==> config.mk <==
export PLATFORM = sky130hd
export DESIGN_NAME = ycgco_residual_thresholder_flat
export DESIGN_NICKNAME = d
export VERILOG_FILES = /design/src/hdl/ycr_pkg.sv /design/src/hdl/ycr_pix_if.sv /design/src/hdl/ycr_res_if.sv /design/src/hdl/ycr_apb_regs.sv /design/src/hdl/ycr_residual.sv /design/src/hdl/ycgco_residual_thresholder.sv /design/src/flat_wrapper.sv
export SDC_FILE = /design/constraint.sdc
export NUM_CORES = 1
export LEC_CHECK = 0
export BUFFER_PORTS_ARGS = -buffer_cell sky130_fd_sc_hd__buf_2
export CORE_MARGIN = 4
export CORE_UTILIZATION = 38
export DETAILED_ROUTE_END_ITERATION = 12
export GPL_TIMING_DRIVEN = 0
export PLACE_DENSITY = 0.61
export SLEW_MARGIN = 5
export SYNTH_ARGS = -nofsm -noshare
export SYNTH_HDL_FRONTEND = slang
export SYNTH_SLANG_ARGS = --single-unit
export TNS_END_PERCENT = 1
==> constraint.sdc <==
create_clock -name clk -period 10.45 [get_ports clk]
set_input_delay 2.09 -clock clk [delete_from_list [all_inputs] [get_ports clk]]
set_output_delay 2.09 -clock clk [all_outputs]
set_load 0.005 [all_outputs]
==> src/hdl/ycr_pkg.sv <==
`timescale 1ns / 1ps
// ----------------------------------------------------------------------------
// ycr_pkg
// Shared types and constants for the YCgCo-R residual thresholder.
// ----------------------------------------------------------------------------
package ycr_pkg;

	localparam int ADDR_W = 3;
	localparam int COMPLEX_MAX = 6;
	localparam int THR_W = 3;
	localparam int ERR_W = 11;
	localparam int TOTAL_W = 32;

	typedef enum logic [1:0] {
		QM_LOSSLESS   = 2'd0,
		QM_ADAPTIVE   = 2'd1,
		QM_AGGRESSIVE = 2'd2
	} quality_mode_t;

	localparam logic [1:0] QM_RESET = QM_ADAPTIVE;
	localparam logic REG_QUALITY_MODE = 1'b0;

	localparam logic [THR_W-1:0] THRESH_TABLE [COMPLEX_MAX+1] =
		'{3'd0, 3'd0, 3'd0, 3'd2, 3'd2, 3'd4, 3'd4};
	localparam logic [THR_W-1:0] THRESH_HIGH = 3'd4;
	localparam logic [THR_W-1:0] THRESH_NONE = 3'd0;

	typedef struct packed {
		logic [7:0] red;
		logic [7:0] green;
		logic [7:0] blue;
	} rgb_t;

	typedef struct packed {
		rgb_t       orig;
		rgb_t       base;
		logic [7:0] complexity;
	} pix_t;

	typedef struct packed {
		logic signed [7:0] luma;
		logic signed [7:0] green_chroma;
		logic signed [7:0] orange_chroma;
		logic [THR_W-1:0]  thr;
		logic [1:0]        zeroed;
		logic [ERR_W-1:0]  err;
	} resid_t;

endpackage

==> src/hdl/ycr_pix_if.sv <==
`timescale 1ns / 1ps
// ----------------------------------------------------------------------------
// ycr_pix_if
// Pixel input channel: original and base RGB, tile complexity, first flag.
// ----------------------------------------------------------------------------
interface ycr_pix_if;
	logic       valid;
	logic       ready;
	logic [7:0] orig_red;
	logic [7:0] orig_green;
	logic [7:0] orig_blue;
	logic [7:0] base_red;
	logic [7:0] base_green;
	logic [7:0] base_blue;
	logic [7:0] tile_complexity;
	logic       first_pixel;

	modport source (
		output valid, orig_red, orig_green, orig_blue,
		output base_red, base_green, base_blue, tile_complexity, first_pixel,
		input  ready
	);

	modport sink (
		input  valid, orig_red, orig_green, orig_blue,
		input  base_red, base_green, base_blue, tile_complexity, first_pixel,
		output ready
	);
endinterface

==> src/hdl/ycr_res_if.sv <==
`timescale 1ns / 1ps
// ----------------------------------------------------------------------------
// ycr_res_if
// Residual output channel: thresholded residuals and running statistics.
// ----------------------------------------------------------------------------
interface ycr_res_if;
	logic              valid;
	logic              ready;
	logic signed [7:0] res_luma;
	logic signed [7:0] res_green_chroma;
	logic signed [7:0] res_orange_chroma;
	logic [2:0]        applied_threshold;
	logic [1:0]        zeroed_here;
	logic [31:0]       zeroed_running;
	logic [10:0]       max_exact_error;
	logic [10:0]       max_lossy_error;

	modport source (
		output valid, res_luma, res_green_chroma, res_orange_chroma,
		output applied_threshold, zeroed_here, zeroed_running,
		output max_exact_error, max_lossy_error,
		input  ready
	);

	modport sink (
		input  valid, res_luma, res_green_chroma, res_orange_chroma,
		input  applied_threshold, zeroed_here, zeroed_running,
		input  max_exact_error, max_lossy_error,
		output ready
	);
endinterface

==> src/hdl/ycr_apb_regs.sv <==
`timescale 1ns / 1ps
// ----------------------------------------------------------------------------
// ycr_apb_regs
// APB register file holding the quality mode.
// ----------------------------------------------------------------------------
module ycr_apb_regs (
	input  logic                      clk,
	input  logic                      arst_n,
	input  logic                      psel,
	input  logic                      penable,
	input  logic                      pwrite,
	input  logic [ycr_pkg::ADDR_W-1:0] paddr,
	input  logic [31:0]               pwdata,
	output logic [31:0]               prdata,
	output logic                      pready,
	output logic [1:0]                quality_mode
);
	import ycr_pkg::*;

	logic [1:0] quality_mode_q;
	logic       wr_en;
	logic       sel_mode;

	assign sel_mode = (paddr[ADDR_W-1] == REG_QUALITY_MODE);
	assign wr_en    = psel && penable && pwrite;
	assign pready   = 1'b1;

	always_ff @(posedge clk or negedge arst_n) begin
		if (!arst_n) begin
			quality_mode_q <= QM_RESET;
		end else if (wr_en && sel_mode) begin
			quality_mode_q <= pwdata[1:0];
		end
	end

	assign prdata       = sel_mode ? {30'd0, quality_mode_q} : 32'd0;
	assign quality_mode = quality_mode_q;

endmodule

==> src/hdl/ycr_residual.sv <==
`timescale 1ns / 1ps
// ----------------------------------------------------------------------------
// ycr_residual
// YCgCo-R transform of both pixels, difference, dead-zone and saturation.
// ----------------------------------------------------------------------------
module ycr_residual (
	input  ycr_pkg::pix_t   pix,
	input  logic [1:0]      quality_mode,
	output ycr_pkg::resid_t res
);
	import ycr_pkg::*;

	// order: Y, Cg, Co
	function automatic logic [29:0] to_ycgco(input rgb_t c);
		logic signed [9:0] r;
		logic signed [9:0] g;
		logic signed [9:0] b;
		logic signed [9:0] co;
		logic signed [9:0] t;
		logic signed [9:0] cg;
		logic signed [9:0] y;
		r  = signed'({2'b00, c.red});
		g  = signed'({2'b00, c.green});
		b  = signed'({2'b00, c.blue});
		co = r - b;
		t  = b + (co >>> 1);
		cg = g - t;
		y  = t + (cg >>> 1);
		return {y, cg, co};
	endfunction

	logic [29:0]          oy;
	logic [29:0]          by;
	logic [2:0]           nc;
	logic [THR_W-1:0]     thr;
	logic signed [10:0]   d [3];
	logic signed [10:0]   k [3];
	logic [9:0]           m [3];
	logic                 z [3];
	logic signed [7:0]    s [3];

	assign oy = to_ycgco(pix.orig);
	assign by = to_ycgco(pix.base);

	assign nc = (pix.complexity > 8'(COMPLEX_MAX)) ? 3'(COMPLEX_MAX) : pix.complexity[2:0];

	always_comb begin
		case (quality_mode)
			QM_LOSSLESS: thr = THRESH_NONE;
			QM_ADAPTIVE: thr = THRESH_TABLE[nc];
			default:     thr = (nc <= 3'd2) ? THRESH_NONE : THRESH_HIGH;
		endcase
	end

	always_comb begin
		for (int i = 0; i < 3; i++) begin
			d[i] = 11'(signed'(oy[29-10*i -: 10])) - 11'(signed'(by[29-10*i -: 10]));
			m[i] = d[i][10] ? 10'(-d[i]) : d[i][9:0];
			z[i] = (m[i] <= {7'd0, thr});
			k[i] = z[i] ? 11'sd0 : d[i];
			if (k[i] < -11'sd128) begin
				s[i] = -8'sd128;
			end else if (k[i] > 11'sd127) begin
				s[i] = 8'sd127;
			end else begin
				s[i] = k[i][7:0];
			end
		end
	end

	always_comb begin
		res.luma          = s[0];
		res.green_chroma  = s[1];
		res.orange_chroma = s[2];
		res.thr           = thr;
		res.zeroed        = 2'(z[0]) + 2'(z[1]) + 2'(z[2]);
		res.err           = (z[0] ? 11'd0 : {1'b0, m[0]})
		                  + (z[1] ? 11'd0 : {1'b0, m[1]})
		                  + (z[2] ? 11'd0 : {1'b0, m[2]});
	end

endmodule

==> src/hdl/ycgco_residual_thresholder.sv <==
`timescale 1ns / 1ps
// ----------------------------------------------------------------------------
// ycgco_residual_thresholder
// YCgCo-R residual dead-zone quantizer with running error statistics.
// ----------------------------------------------------------------------------
// Usage:
//   pix  : valid/ready input channel, one pixel per transfer (original RGB,
//          decoded base RGB, tile complexity, first_pixel flag).
//   res  : valid/ready output channel, one result per pixel.
//   APB  : quality_mode at address 0; the user must write it only while the
//          block is idle, which the block itself does not enforce.
// Path: a transfer fills the input register, then the result register raises
//   res.valid; transform, dead zone and statistics update sit between them.
// Throughput: one pixel per cycle while res.ready stays high.
// Stall: with res.ready low the result register holds, the input register
//   takes one more pixel, then pix.ready drops until the result is taken.
// Reset: arst_n clears both valid flags and all statistics; quality_mode
//   returns to the adaptive table setting.
// ----------------------------------------------------------------------------
module ycgco_residual_thresholder (
	input  logic                       clk,
	input  logic                       arst_n,
	input  logic                       psel,
	input  logic                       penable,
	input  logic                       pwrite,
	input  logic [ycr_pkg::ADDR_W-1:0] paddr,
	input  logic [31:0]                pwdata,
	output logic [31:0]                prdata,
	output logic                       pready,
	ycr_pix_if.sink                    pix,
	ycr_res_if.source                  res
);
	import ycr_pkg::*;

	logic [1:0]           quality_mode;
	logic                 v_s1;
	pix_t                 pix_s1;
	logic                 first_s1;
	logic                 adv_s1;
	logic                 v_s2;
	resid_t               core;
	resid_t               res_s2;
	logic [TOTAL_W-1:0]   zeroed_total_q;
	logic [ERR_W-1:0]     max_exact_q;
	logic [ERR_W-1:0]     max_lossy_q;
	logic [TOTAL_W-1:0]   total_base;
	logic [TOTAL_W:0]     total_sum;
	logic [ERR_W-1:0]     exact_base;
	logic [ERR_W-1:0]     lossy_base;

	ycr_apb_regs u_regs (
		.clk          (clk),
		.arst_n       (arst_n),
		.psel         (psel),
		.penable      (penable),
		.pwrite       (pwrite),
		.paddr        (paddr),
		.pwdata       (pwdata),
		.prdata       (prdata),
		.pready       (pready),
		.quality_mode (quality_mode)
	);

	ycr_residual u_resid (
		.pix          (pix_s1),
		.quality_mode (quality_mode),
		.res          (core)
	);

	assign adv_s1    = v_s1 && (!v_s2 || res.ready);
	assign pix.ready = !v_s1 || adv_s1;

	always_ff @(posedge clk or negedge arst_n) begin
		if (!arst_n) begin
			v_s1 <= 1'b0;
		end else if (pix.ready) begin
			v_s1 <= pix.valid;
		end
	end

	always_ff @(posedge clk) begin
		if (pix.valid && pix.ready) begin
			pix_s1.orig.red   <= pix.orig_red;
			pix_s1.orig.green <= pix.orig_green;
			pix_s1.orig.blue  <= pix.orig_blue;
			pix_s1.base.red   <= pix.base_red;
			pix_s1.base.green <= pix.base_green;
			pix_s1.base.blue  <= pix.base_blue;
			pix_s1.complexity <= pix.tile_complexity;
			first_s1          <= pix.first_pixel;
		end
	end

	// statistics, cleared ahead of a first pixel
	assign total_base = first_s1 ? '0 : zeroed_total_q;
	assign exact_base = first_s1 ? '0 : max_exact_q;
	assign lossy_base = first_s1 ? '0 : max_lossy_q;
	assign total_sum  = {1'b0, total_base} + (TOTAL_W+1)'(core.zeroed);

	always_ff @(posedge clk or negedge arst_n) begin
		if (!arst_n) begin
			v_s2           <= 1'b0;
			zeroed_total_q <= '0;
			max_exact_q    <= '0;
			max_lossy_q    <= '0;
		end else begin
			if (adv_s1) begin
				v_s2           <= 1'b1;
				zeroed_total_q <= total_sum[TOTAL_W] ? '1 : total_sum[TOTAL_W-1:0];
				if (core.thr == THRESH_NONE) begin
					max_exact_q <= (core.err > exact_base) ? core.err : exact_base;
					max_lossy_q <= lossy_base;
				end else begin
					max_exact_q <= exact_base;
					max_lossy_q <= (core.err > lossy_base) ? core.err : lossy_base;
				end
			end else if (res.ready) begin
				v_s2 <= 1'b0;
			end
		end
	end

	always_ff @(posedge clk) begin
		if (adv_s1) begin
			res_s2 <= core;
		end
	end

	assign res.valid             = v_s2;
	assign res.res_luma          = res_s2.luma;
	assign res.res_green_chroma  = res_s2.green_chroma;
	assign res.res_orange_chroma = res_s2.orange_chroma;
	assign res.applied_threshold = res_s2.thr;
	assign res.zeroed_here       = res_s2.zeroed;
	assign res.zeroed_running    = zeroed_total_q;
	assign res.max_exact_error   = max_exact_q;
	assign res.max_lossy_error   = max_lossy_q;

`ifndef ASSERT_OFF
	a_s1_no_overwrite: assert property (@(posedge clk) disable iff (!arst_n)
		(v_s1 && !adv_s1) |-> !pix.ready)
		else $error("input register overwritten while held");

	a_total_monotonic: assert property (@(posedge clk) disable iff (!arst_n)
		(adv_s1 && !first_s1) |=> (zeroed_total_q >= $past(zeroed_total_q)))
		else $error("zeroed total decreased without a first pixel");

	a_first_exact_clears_lossy: assert property (@(posedge clk) disable iff (!arst_n)
		(adv_s1 && first_s1 && core.thr == THRESH_NONE) |=> (max_lossy_q == '0))
		else $error("lossy maximum not cleared by first pixel");

	a_lossless_no_thr: assert property (@(posedge clk) disable iff (!arst_n)
		(v_s2 && quality_mode == QM_LOSSLESS) |-> (res_s2.thr == THRESH_NONE))
		else $error("nonzero threshold in lossless mode");
`endif

endmodule
==> src/flat_wrapper.sv <==
// flat-port wrapper written by rule: the top's interface ports become plain ports
module ycgco_residual_thresholder_flat import ycr_pkg::*;
  (clk, arst_n, psel, penable, pwrite, paddr, pwdata, prdata, pready, pix_valid, pix_orig_red, pix_orig_green, pix_orig_blue, pix_base_red, pix_base_green, pix_base_blue, pix_tile_complexity, pix_first_pixel, pix_ready, res_valid, res_res_luma, res_res_green_chroma, res_res_orange_chroma, res_applied_threshold, res_zeroed_here, res_zeroed_running, res_max_exact_error, res_max_lossy_error, res_ready);
  ycr_pix_if pix_i ();
  ycr_res_if res_i ();
  input  logic clk;
  input  logic arst_n;
  input  logic psel;
  input  logic penable;
  input  logic pwrite;
  input  logic [ycr_pkg::ADDR_W-1:0] paddr;
  input  logic [31:0] pwdata;
  output logic [31:0] prdata;
  output logic pready;
  input wire logic [$bits(pix_i.valid)-1:0] pix_valid;
  input wire logic [$bits(pix_i.orig_red)-1:0] pix_orig_red;
  input wire logic [$bits(pix_i.orig_green)-1:0] pix_orig_green;
  input wire logic [$bits(pix_i.orig_blue)-1:0] pix_orig_blue;
  input wire logic [$bits(pix_i.base_red)-1:0] pix_base_red;
  input wire logic [$bits(pix_i.base_green)-1:0] pix_base_green;
  input wire logic [$bits(pix_i.base_blue)-1:0] pix_base_blue;
  input wire logic [$bits(pix_i.tile_complexity)-1:0] pix_tile_complexity;
  input wire logic [$bits(pix_i.first_pixel)-1:0] pix_first_pixel;
  output wire logic [$bits(pix_i.ready)-1:0] pix_ready;
  output wire logic [$bits(res_i.valid)-1:0] res_valid;
  output wire logic [$bits(res_i.res_luma)-1:0] res_res_luma;
  output wire logic [$bits(res_i.res_green_chroma)-1:0] res_res_green_chroma;
  output wire logic [$bits(res_i.res_orange_chroma)-1:0] res_res_orange_chroma;
  output wire logic [$bits(res_i.applied_threshold)-1:0] res_applied_threshold;
  output wire logic [$bits(res_i.zeroed_here)-1:0] res_zeroed_here;
  output wire logic [$bits(res_i.zeroed_running)-1:0] res_zeroed_running;
  output wire logic [$bits(res_i.max_exact_error)-1:0] res_max_exact_error;
  output wire logic [$bits(res_i.max_lossy_error)-1:0] res_max_lossy_error;
  input wire logic [$bits(res_i.ready)-1:0] res_ready;
  assign pix_i.valid = pix_valid;
  assign pix_i.orig_red = pix_orig_red;
  assign pix_i.orig_green = pix_orig_green;
  assign pix_i.orig_blue = pix_orig_blue;
  assign pix_i.base_red = pix_base_red;
  assign pix_i.base_green = pix_base_green;
  assign pix_i.base_blue = pix_base_blue;
  assign pix_i.tile_complexity = pix_tile_complexity;
  assign pix_i.first_pixel = pix_first_pixel;
  assign pix_ready = pix_i.ready;
  assign res_valid = res_i.valid;
  assign res_res_luma = res_i.res_luma;
  assign res_res_green_chroma = res_i.res_green_chroma;
  assign res_res_orange_chroma = res_i.res_orange_chroma;
  assign res_applied_threshold = res_i.applied_threshold;
  assign res_zeroed_here = res_i.zeroed_here;
  assign res_zeroed_running = res_i.zeroed_running;
  assign res_max_exact_error = res_i.max_exact_error;
  assign res_max_lossy_error = res_i.max_lossy_error;
  assign res_i.ready = res_ready;
  ycgco_residual_thresholder u_core (.clk(clk), .arst_n(arst_n), .psel(psel), .penable(penable), .pwrite(pwrite), .paddr(paddr), .pwdata(pwdata), .prdata(prdata), .pready(pready), .pix(pix_i), .res(res_i));
endmodule
# After elaboration in Yosys (flattened, before gate mapping)

Memories as Yosys holds them, arrays and structs flattened.
Index checks and enable logic that the tools add are counted.

Flip-flop bits (word level): 144
ROM bits: 24
Output and inout bits: 118
Memories kept: 1

Add/sub/neg operators: 19
Magnitude comparators: 14
Eq/ne operators: 1
Mux-type cells: 28
Bitwise operators: 2
Reduce and logical (&&, ||, !) cells: 12

Memory list:

| name            | depth | width | rd ports | clocked after Yosys merged registers in | write ports | RTL line           | RTL |
|---|---|---|---|---|---|---|---|
| (no name shown) | 8     | 3     | 1        | 0                                       | 0           | ycr_residual.sv:50 | `QM_ADAPTIVE: thr = THRESH_TABLE[nc];` |

Operators by type and width:

| operator              | count |
|---|---|
| $mux W11              | 9 |
| $mux W32              | 2 |
| $mux W10              | 6 |
| $add A32 B2 Y33       | 1 |
| $gt A11 B8 Y1 const B | 3 |
| $lt A11 B8 Y1 const B | 3 |
| $le A10 B3 Y1         | 3 |
| $neg A10 Y10          | 3 |
| $mux W8               | 3 |
| $gt A11 B11 Y1        | 2 |
| $sub A10 B10 Y11      | 2 |
| $add A10 B9 Y10       | 2 |
| $add A9 B8 Y10        | 2 |
| $sub A9 B10 Y10       | 2 |
| $sub A8 B8 Y9         | 2 |
| $mux W3               | 4 |
| $add A10 B10 Y11      | 1 |
| $add A11 B10 Y11      | 1 |
| $sub A9 B9 Y10        | 1 |
| $gt A8 B3 Y1 const B  | 1 |
| $pmux W3 S2           | 1 |
| $logic_and A1 B1 Y1   | 5 |
| $ge A4 B4 Y1 const B  | 1 |
| $not A3 Y4            | 1 |
| other kinds (12)      | 15 |

# Depth between registers and ports, before layout

Gate-level depths: netlist of the first run.

Word-level depth: 14
Mapped depth: 55
Mapped depth without buffers: 54

# Cells and area by module

From an unflattened synthesis of the first run, not the netlist that was laid out.

Cell total of the unflattened synthesis: 1,395
Area, all modules: 13,021.2 µm²

Modules (own cells, without submodules):

| module                     | times used | cells an instance | area each (µm²) | seq. area each (µm²) |
|---|---|---|---|---|
| ycr_residual               | 1          | 865               | 6,454.9         | 0.0 |
| ycgco_residual_thresholder | 1          | 490               | 6,203.4         | 3,983.8 |
| ycr_apb_regs               | 1          | 40                | 362.8           | 51.3 |

# Worst setup path before layout of the first run

No wires, ideal clock.

Path type: register to register
Start point: register u_core.pix_s1[48] (netlist bit)
End point: register u_core.max_exact_q[0] (netlist: u_core.res.max_exact_error[0])
Arrival time: 10.686 ns
Required time: 10.384 ns
Slack: -0.302 ns
Cell stages (with the launch flop): 51
Buffers on the path: 1
Clock period less this slack: 10.752 ns
Path through: edfxtp_1 -> inv_1 -> ha_1 -> inv_1 -> fa_1 -> ha_1 -> inv_1 -> fa_1 -> nor2b_1 -> o21ai_0 -> nand2b_1 -> xor2_1 -> inv_1 -> ha_1 -> o21a_1 -> o31a_1 -> o21ai_0 -> o21ai_0 -> [... 15 more ...] -> a211oi_1 -> buf_2 -> nor2_1 -> fa_1 -> ha_1 -> fa_1 -> a21o_1 -> a21oi_1 -> xnor2_1 -> ha_1 -> and4_1 -> a221oi_1 -> a221oi_1 -> o22ai_1 -> o221a_2 -> nand2_1 -> a32oi_1 -> a22o_1

Word-level cells in the longest chain between the ends: 14

Ends and longest elaborated chain:

| item                 | RTL line                          | RTL |
|---|---|---|
| from (decl)          | ycgco_residual_thresholder.sv:37  | `pix_t pix_s1;` |
| $sub A8 B8 Y9 *      | ycr_residual.sv:25                | `co = r - b;` |
| $add A9 B8 Y10       | ycr_residual.sv:26                | `t = b + (co >>> 1);` |
| $sub A9 B10 Y10      | ycr_residual.sv:27                | `cg = g - t;` |
| $add A10 B9 Y10      | ycr_residual.sv:28                | `y = t + (cg >>> 1);` |
| $sub A10 B10 Y11     | ycr_residual.sv:57                | `d[i] = 11'(signed'(oy[29-10*i -: 10])) - 11'(signed'(by[29-10*i -: 10]));` |
| $neg A10 Y10         | ycr_residual.sv:58                | `m[i] = d[i][10] ? 10'(-d[i]) : d[i][9:0];` |
| $mux W10             | ycr_residual.sv:58                |  |
| $le A10 B3 Y1        | ycr_residual.sv:59                | `z[i] = (m[i] <= {7'd0, thr});` |
| $mux W10             | ycr_residual.sv:77                | `res.err = (z[0] ? 11'd0 : {1'b0, m[0]})` |
| $add A10 B10 Y11     | ycr_residual.sv:78                | `+ (z[1] ? 11'd0 : {1'b0, m[1]})` |
| $add A11 B10 Y11 *   | ycr_residual.sv:79                | `+ (z[2] ? 11'd0 : {1'b0, m[2]});` |
| $gt A11 B11 Y1       | ycgco_residual_thresholder.sv:111 | `max_exact_q <= (core.err > exact_base) ? core.err : exact_base;` |
| $mux W11 *           | ycgco_residual_thresholder.sv:111 |  |
| $mux W11 *           | ycgco_residual_thresholder.sv:110 | `if (core.thr == THRESH_NONE) begin` |
| to (signal assigned) | ycgco_residual_thresholder.sv:111 |  |
| to (signal assigned) | ycgco_residual_thresholder.sv:114 | `max_exact_q <= exact_base;` |
| to (decl)            | ycgco_residual_thresholder.sv:44  | `logic [ERR_W-1:0] max_exact_q;` |

Mark *: on every way between the ends. The rest lies on a longest branch, timed or not.
A chain may end at the register's enable or synchronous reset.

# Worst setup path after layout of the first run

Start point: register u_core.pix_s1[9] (netlist bit)
End point: register u_core.max_exact_q[1] (netlist: u_core.res.max_exact_error[1])

Word-level cells in the longest chain between the ends: 14

Ends and longest elaborated chain:

| item               | RTL line |
|---|---|
| $sub A8 B8 Y9      | ycr_residual.sv:25 |
| $add A9 B8 Y10     | ycr_residual.sv:26 |
| $sub A9 B10 Y10    | ycr_residual.sv:27 |
| $add A10 B9 Y10    | ycr_residual.sv:28 |
| $sub A10 B10 Y11   | ycr_residual.sv:57 |
| $neg A10 Y10       | ycr_residual.sv:58 |
| $mux W10           | ycr_residual.sv:58 |
| $le A10 B3 Y1      | ycr_residual.sv:59 |
| $mux W10           | ycr_residual.sv:77 |
| $add A10 B10 Y11   | ycr_residual.sv:78 |
| $add A11 B10 Y11 * | ycr_residual.sv:79 |
| $gt A11 B11 Y1     | ycgco_residual_thresholder.sv:111 |
| $mux W11 *         | ycgco_residual_thresholder.sv:111 |
| $mux W11 *         | ycgco_residual_thresholder.sv:110 |

Marks and branches as above.

==> flow_metrics.env, run 1 <==
export IMPL_cts_root_buf="clkbuf_16"
export IMPL_hold_slack_ns=0.509
export IMPL_slew_viol_final=0
export IMPL_overflow=0
export IMPL_maxCapViolCount=0
export IMPL_cts_hold_buffers=0
export IMPL_synth_flop_cell="edfxtp_1"
export IMPL_synth_top_family_by_area="compound AO/OA/AOI/OAI gates"
export IMPL_fin_crit_sh_pct=101
export IMPL_clkTransAtPathRegs_ns=0.06
export IMPL_detail_route_iter0_violations=639
export IMPL_nets=1942
export IMPL_outcome="complete, but fails checks"
export IMPL_drt_pre_antenna_iters=6
export IMPL_antenna_left=0
export IMPL_ys_ff_latch=143
export IMPL_worstSetupEndpointType="flip-flop"
export IMPL_ios=217
export IMPL_cts_tree="built"
export IMPL_drt_wirelength_per_cell_um=16.2
export IMPL_required_ns=10.78
export IMPL_dr_total_vias=11442
export IMPL_stdcell_count=2154
export IMPL_worst_pin_slew_ns=0.919
export IMPL_synth_compound_area_share_pct=21.4
export IMPL_dieWidth_um=192
export IMPL_max_stage_delay_ns=0.49
export IMPL_rsz0062_at_grt="true"
export IMPL_synth_adder_area_share_pct=16.3
export IMPL_synthXorXnorAreaFrac_pct=7.56
export IMPL_fin_tns_setup_ns=-1.59
export IMPL_synth_mux_area_share_pct=0.975
export IMPL_syn_area_um2=12800
export IMPL_final_common_cell="buf_2"
export IMPL_grt_max_degree=59
export IMPL_synth_warnings=0
export IMPL_finalHoldViolCount=0
export IMPL_die_y_um=192
export IMPL_io_buffer_count=152
export IMPL_crit_path_start_kind="flip-flop"
export IMPL_synth_cell_types=87
export IMPL_cp_max_fo=6
export IMPL_critPathKind="flip-flop to flip-flop"
export IMPL_worst_slack_ns=-0.154
export IMPL_synth_area_per_cell_um2=9.10
export IMPL_viasPerCell=5.31
export IMPL_violations="negative setup slack"
export IMPL_synth_edf_count=85
export IMPL_drc=0
export IMPL_clock_latency_ns=0.45
export IMPL_clk_path_buf_depth=2
export IMPL_synth_cells=1409
export IMPL_slowest_stage="fa_1"
export IMPL_grt_usage_pct=18.4
export IMPL_async_flop_share_pct=40.6
export IMPL_seq_area_frac_synth_pct=31.2
export IMPL_cp_arrival_ns=10.93
export IMPL_yosys_area_share_simple_pct=15.8
export IMPL_cp_common_cell="a21o_1"
export IMPL_die_area_um2=36800
export IMPL_routabilityCongestion=0.891
export IMPL_htreeDepth=4
export IMPL_grt_pass1_wl_um=54400
export IMPL_grt_pass1_vias=10815
export IMPL_numClockSinks=143
export IMPL_post_dp_hpwl_um=26100
export IMPL_setup_viol=17
export IMPL_start_util_pct=38.3
export IMPL_dp_cells=2042
export IMPL_antenna_found_initial=0
export IMPL_min_period_ns=10.60
export IMPL_num_rows=67
export IMPL_drt_wl_total_um=35000
export IMPL_utilization_pct=49.7
export IMPL_fin_skew_ns=0.0146
export IMPL_min_path_type="flip-flop to flip-flop"
export IMPL_fmax_mhz=94.3
export IMPL_area_delta_synth_final_pct=29.5
export IMPL_insertedDiodeCount=0
export IMPL_cts_made_buffers=17
export IMPL_nFillCells=3087
export IMPL_slew_headroom_pct=38.2
export IMPL_core_area_um2=33400
export IMPL_drive_above_1_share_pct=28.3
export IMPL_final_cell_mix="151 x buf_2, 117 x inv_1, 116 x buf_4, 110 x ha_1, 101 x nor2_1"
export IMPL_rrSetupSlack_ns=-0.15
worst max-delay path: cells and delay by family (launching register included):
kind / cells / cell delay [ns]
xor+xnor: 4 / 0.65
compound gates: 23 / 4.42
buf+inv: 8 / 1.15
fa+ha+maj: 8 / 2.37
simple gates: 9 / 1.42
flops: 1 / 0.42
final cells by class:
| type | instances | area (um^2) | share of cell area, % |
|---|---|---|---|
| clock buffer | 20 | 447 | 2.69 |
| multi-input combinational | 1105 | 9060 | 54.6 |
| buffer | 63 | 404 | 2.43 |
| inverter | 124 | 465 | 2.80 |
| tap | 448 | 561 | 3.38 |
| clock inverter | 12 | 158 | 0.949 |
| timing repair buffer | 239 | 1500 | 9.06 |
| sequential | 143 | 4010 | 24.1 |
routing by layer:
| metal | track usage [%] | share of wire (%) | wire (um) | vias up |
|---|---|---|---|---|
| met5 | 0 | 0 | 0 | - |
| met1 | 25.0 | 46 | 16000 | 5473 |
| met4 | 6.88 | 3.0 | 1050 | 0 |
| met2 | 29.0 | 46 | 16100 | 310 |
| met3 | 3.58 | 5.3 | 1840 | 57 |
| li1 | - | - | - | 5602 |
flip-flops by register name, indices dropped and copies added (netlist names), 8 cells and up:
register / flops
u_core.res.max_exact_error: 11
u_core.res.res_orange_chroma: 8
u_core.res.max_lossy_error: 11
u_core.pix_s1: 56
u_core.res.res_luma: 8
u_core.res.zeroed_running: 32
u_core.res.res_green_chroma: 8
stage by stage:
step           setup slack, ns  instance area, um^2
3_5_place_dp             -2.05                14300
4_1_cts                -0.0217                16000
6_report                -0.154                16600
3_3_place_gp             -1.93                14300
2_1_floorplan           -0.155                13000
5_1_grt                 -0.660                16600
path summary, 6_finish.rpt:
| kind | from | end | cells past startpoint |
|---|---|---|---|
| max | u_core.pix_s1[9] | u_core.res.max_exact_error[1] | 52 |
| min | u_core.res.zeroed_running[10] | u_core.res.zeroed_running[10] | 1 |
| max reg2reg | u_core.pix_s1[9] | u_core.res.max_exact_error[1] | 52 |
| min reg2reg | u_core.res.zeroed_running[10] | u_core.res.zeroed_running[10] | 1 |
| max in group asynchronous | arst_n | u_core.res.zeroed_running[3] | 1 |
| min in group asynchronous | arst_n | u_core.res.max_lossy_error[3] | 1 |
synthesized netlist by cell type, types with 27 or more instances:
cell	n	share of area [%]
a21o_1	33	1.9
nor2_1	107	3.1
xor2_1	36	2.5
nor2b_1	29	1.4
dfrtp_1	57	11
nand2_1	89	2.6
nand2b_1	33	1.6
clkbuf_1	27	0.79
xnor2_1	67	4.6
edfxtp_1	85	20
a21oi_1	96	3.7
buf_4	32	1.9
inv_1	124	3.6
ha_1	126	12
nor3_1	30	1.2
o21ai_0	60	2.3
cell families after synthesis:
| group | count (synthesis) |
|---|---|
| AOI/OAI and AO/OA | 402 |
| and+or+nand+nor | 399 |
| buffers and inverters | 191 |
| adders and majority gates | 154 |
| DFF | 143 |
| xor gates and xnor gates | 106 |
| muxes | 12 |
| other | 2 |
timing repair:
item                                    in CTS  in global routing
pin swaps                                   49                 74
gates resized for setup                    121                 77
endpoints found under the setup margin      54                 52
buffers inserted                            61                 22
gates cloned                                 0                  1
Power of run 1 is not shown: default switching activity piles up to over one toggle a cycle in this logic, so the estimate is an artifact.
==> run 2: changes to the inputs <==
--- a/config.mk
+++ b/config.mk
@@ -5,12 +5,15 @@
 export SDC_FILE = /design/constraint.sdc
 export NUM_CORES = 1
 export LEC_CHECK = 0
+export ABC_AREA = 0
 export BUFFER_PORTS_ARGS = -buffer_cell sky130_fd_sc_hd__buf_2
+export CELL_PAD_IN_SITES_DETAIL_PLACEMENT = 1
+export CELL_PAD_IN_SITES_GLOBAL_PLACEMENT = 2
 export CORE_MARGIN = 4
-export CORE_UTILIZATION = 38
+export CORE_UTILIZATION = 32
 export DETAILED_ROUTE_END_ITERATION = 12
 export GPL_TIMING_DRIVEN = 0
-export PLACE_DENSITY = 0.61
+export PLACE_DENSITY = 0.79
 export SLEW_MARGIN = 5
 export SYNTH_ARGS = -nofsm -noshare
 export SYNTH_HDL_FRONTEND = slang
==> run 2 against run 1 <==
Effect of this change: the run now ends clean; worst setup slack better by 0.19 ns; non-clock buffer count increased by 13; sequential share of layout area decreased by 1.1 points; flip-flop and latch count stayed put; routed wire length rose by 19%; final cell count up 4.2%; utilization is 5.8 points lower; clock skew fell by 0.0013 ns; via count up 2.2%; critical endpoint is now u_core.res.max_lossy_error[9]; largest cell class unchanged.
==> flow_metrics.env, run 2 (synthesis gave the netlist of run 1 again) <==
export IMPL_routabilityCongestion=0.867
export IMPL_min_period_ns=10.42
export IMPL_antenna_found_initial=0
export IMPL_detail_route_iter0_violations=574
export IMPL_largest_register="u_core.pix_s1"
export IMPL_worst_pin_slew_ns=0.932
export IMPL_nets=1955
export IMPL_wl_met2_um=20000
export IMPL_io_buffer_count=152
export IMPL_wl_met3_um=1480
export IMPL_grt_usage_pct=18.4
export IMPL_final_cell_mix="151 x buf_2, 123 x buf_4, 112 x inv_1, 98 x ha_1, 95 x nor2_1"
export IMPL_drt_wl_total_um=41700
export IMPL_crit_path_start_kind="flip-flop"
export IMPL_dr_total_vias=11694
export IMPL_numClockSinks=143
export IMPL_maxCapViolCount=0
export IMPL_clkTransAtPathRegs_ns=0.06
export IMPL_drc=0
export IMPL_grt_pass1_wl_um=65300
export IMPL_final_common_cell="buf_2"
export IMPL_slowest_stage="fa_2"
export IMPL_drt_pre_antenna_iters=5
export IMPL_die_area_um2=43400
export IMPL_antenna_left=0
export IMPL_drive_above_1_share_pct=33.3
export IMPL_clk_path_buf_depth=2
export IMPL_fin_crit_sh_pct=99.7
export IMPL_grt_max_degree=59
export IMPL_dp_cells=2119
export IMPL_worstSetupEndpointType="flip-flop"
export IMPL_min_path_type="flip-flop to flip-flop"
export IMPL_fin_skew_ns=0.0133
export IMPL_die_y_um=208
export IMPL_area_delta_synth_final_pct=35.5
export IMPL_fin_tns_setup_ns=0
export IMPL_max_stage_delay_ns=0.56
export IMPL_slew_viol_final=0
export IMPL_overflow=0
export IMPL_cp_max_fo=10
export IMPL_ios=217
export IMPL_cts_made_buffers=17
export IMPL_top_layer="met4"
export IMPL_cts_tree="built"
export IMPL_wl_met1_um=19100
export IMPL_dieWidth_um=208
export IMPL_critPathKind="flip-flop to flip-flop"
export IMPL_start_util_pct=32.4
export IMPL_outcome="finished, final reports clean"
export IMPL_post_dp_hpwl_um=30700
export IMPL_grt_pass1_vias=12190
export IMPL_drt_wirelength_per_cell_um=18.6
export IMPL_finalHoldViolCount=0
export IMPL_required_ns=10.78
export IMPL_cts_hold_buffers=0
export IMPL_stdcell_count=2244
export IMPL_fmax_mhz=96.0
export IMPL_num_rows=73
export IMPL_cp_arrival_ns=10.74
export IMPL_slew_headroom_pct=37.4
export IMPL_rsz0062_at_grt="true"
export IMPL_htreeDepth=4
export IMPL_setup_viol=0
export IMPL_insertedDiodeCount=0
export IMPL_viasPerCell=5.21
export IMPL_core_area_um2=39600
export IMPL_largest_reg_flops=56
export IMPL_cts_root_buf="clkbuf_16"
export IMPL_clock_latency_ns=0.46
run 2: cell count changes in the layout (fill, tap and decap cells not counted), sizes merged:
cell    previous run  this run
buf              277       291
clkbuf            45        43
clkinv             3         6
inv              128       126
run 2: final cells by class:
type / instances / area (um^2)
Clock inverter: 13 / 163
Sequential cell: 143 / 4010
Tap cell: 525 / 657
Buffer: 61 / 393
Fill cell: 4540 / 22300
Multi-Input combinational cell: 1105 / 9620
Timing Repair Buffer: 254 / 1640
Inverter: 124 / 465
Clock buffer: 19 / 433
run 2: critical path, delay by kind of cell, from the launching register on:
family	cells	cell delay, ns
adder cells (fa/ha/maj)	12	3.64
AO/OA/AOI/OAI	17	3.04
AND/OR/NAND/NOR	9	1.36
buffers and inverters	11	1.16
XOR/XNOR	4	0.72
flip-flops	1	0.35
run 2: path summary, 6_finish.rpt:
check	startpoint	end	slack, ns	cells after the start
setup / recovery	u_core.pix_s1[48]	u_core.res.max_lossy_error[9]	0.03	53
hold / removal	u_core.v_s1	u_core.res.valid	0.50	1
setup reg to reg	u_core.pix_s1[48]	u_core.res.max_lossy_error[9]	0.03	53
hold reg to reg	u_core.v_s1	u_core.res.valid	0.50	1
max in group asynchronous	arst_n	u_core.res.zeroed_running[9]	8.19	1
min in group asynchronous	arst_n	u_core.res.max_lossy_error[3]	1.71	1
run 2: repair_timing:
| item | CTS | global route |
|---|---|---|
| buffers inserted | 59 | 38 |
| gates cloned | 1 | 1 |
| setup endpoints to repair | 54 | 52 |
| pin swaps | 92 | 116 |
| gates resized for setup | 155 | 156 |
run 2: routing by layer:
layer / vias to the layer above / GRT usage (%)
met5: - / 0
met1: 5791 / 25.0
met2: 213 / 30.5
li1: 5637 / -
met4: 0 / 5.87
met3: 53 / 2.83
run 2: metrics by stage:
step                instance area, um^2  setup slack, ns  util [%]  hold WS, ns
floorplan                         13000           -0.155         -        0.457
global placement                  14400            -2.23      36.3        0.472
detailed placement                14400            -2.45      36.4        0.480
CTS                               16300           -0.185      41.0        0.497
global route                      17400           -0.436      43.8        0.527
finish                            17400           0.0317      43.8        0.499
Power of run 2 is left out for the same reason.
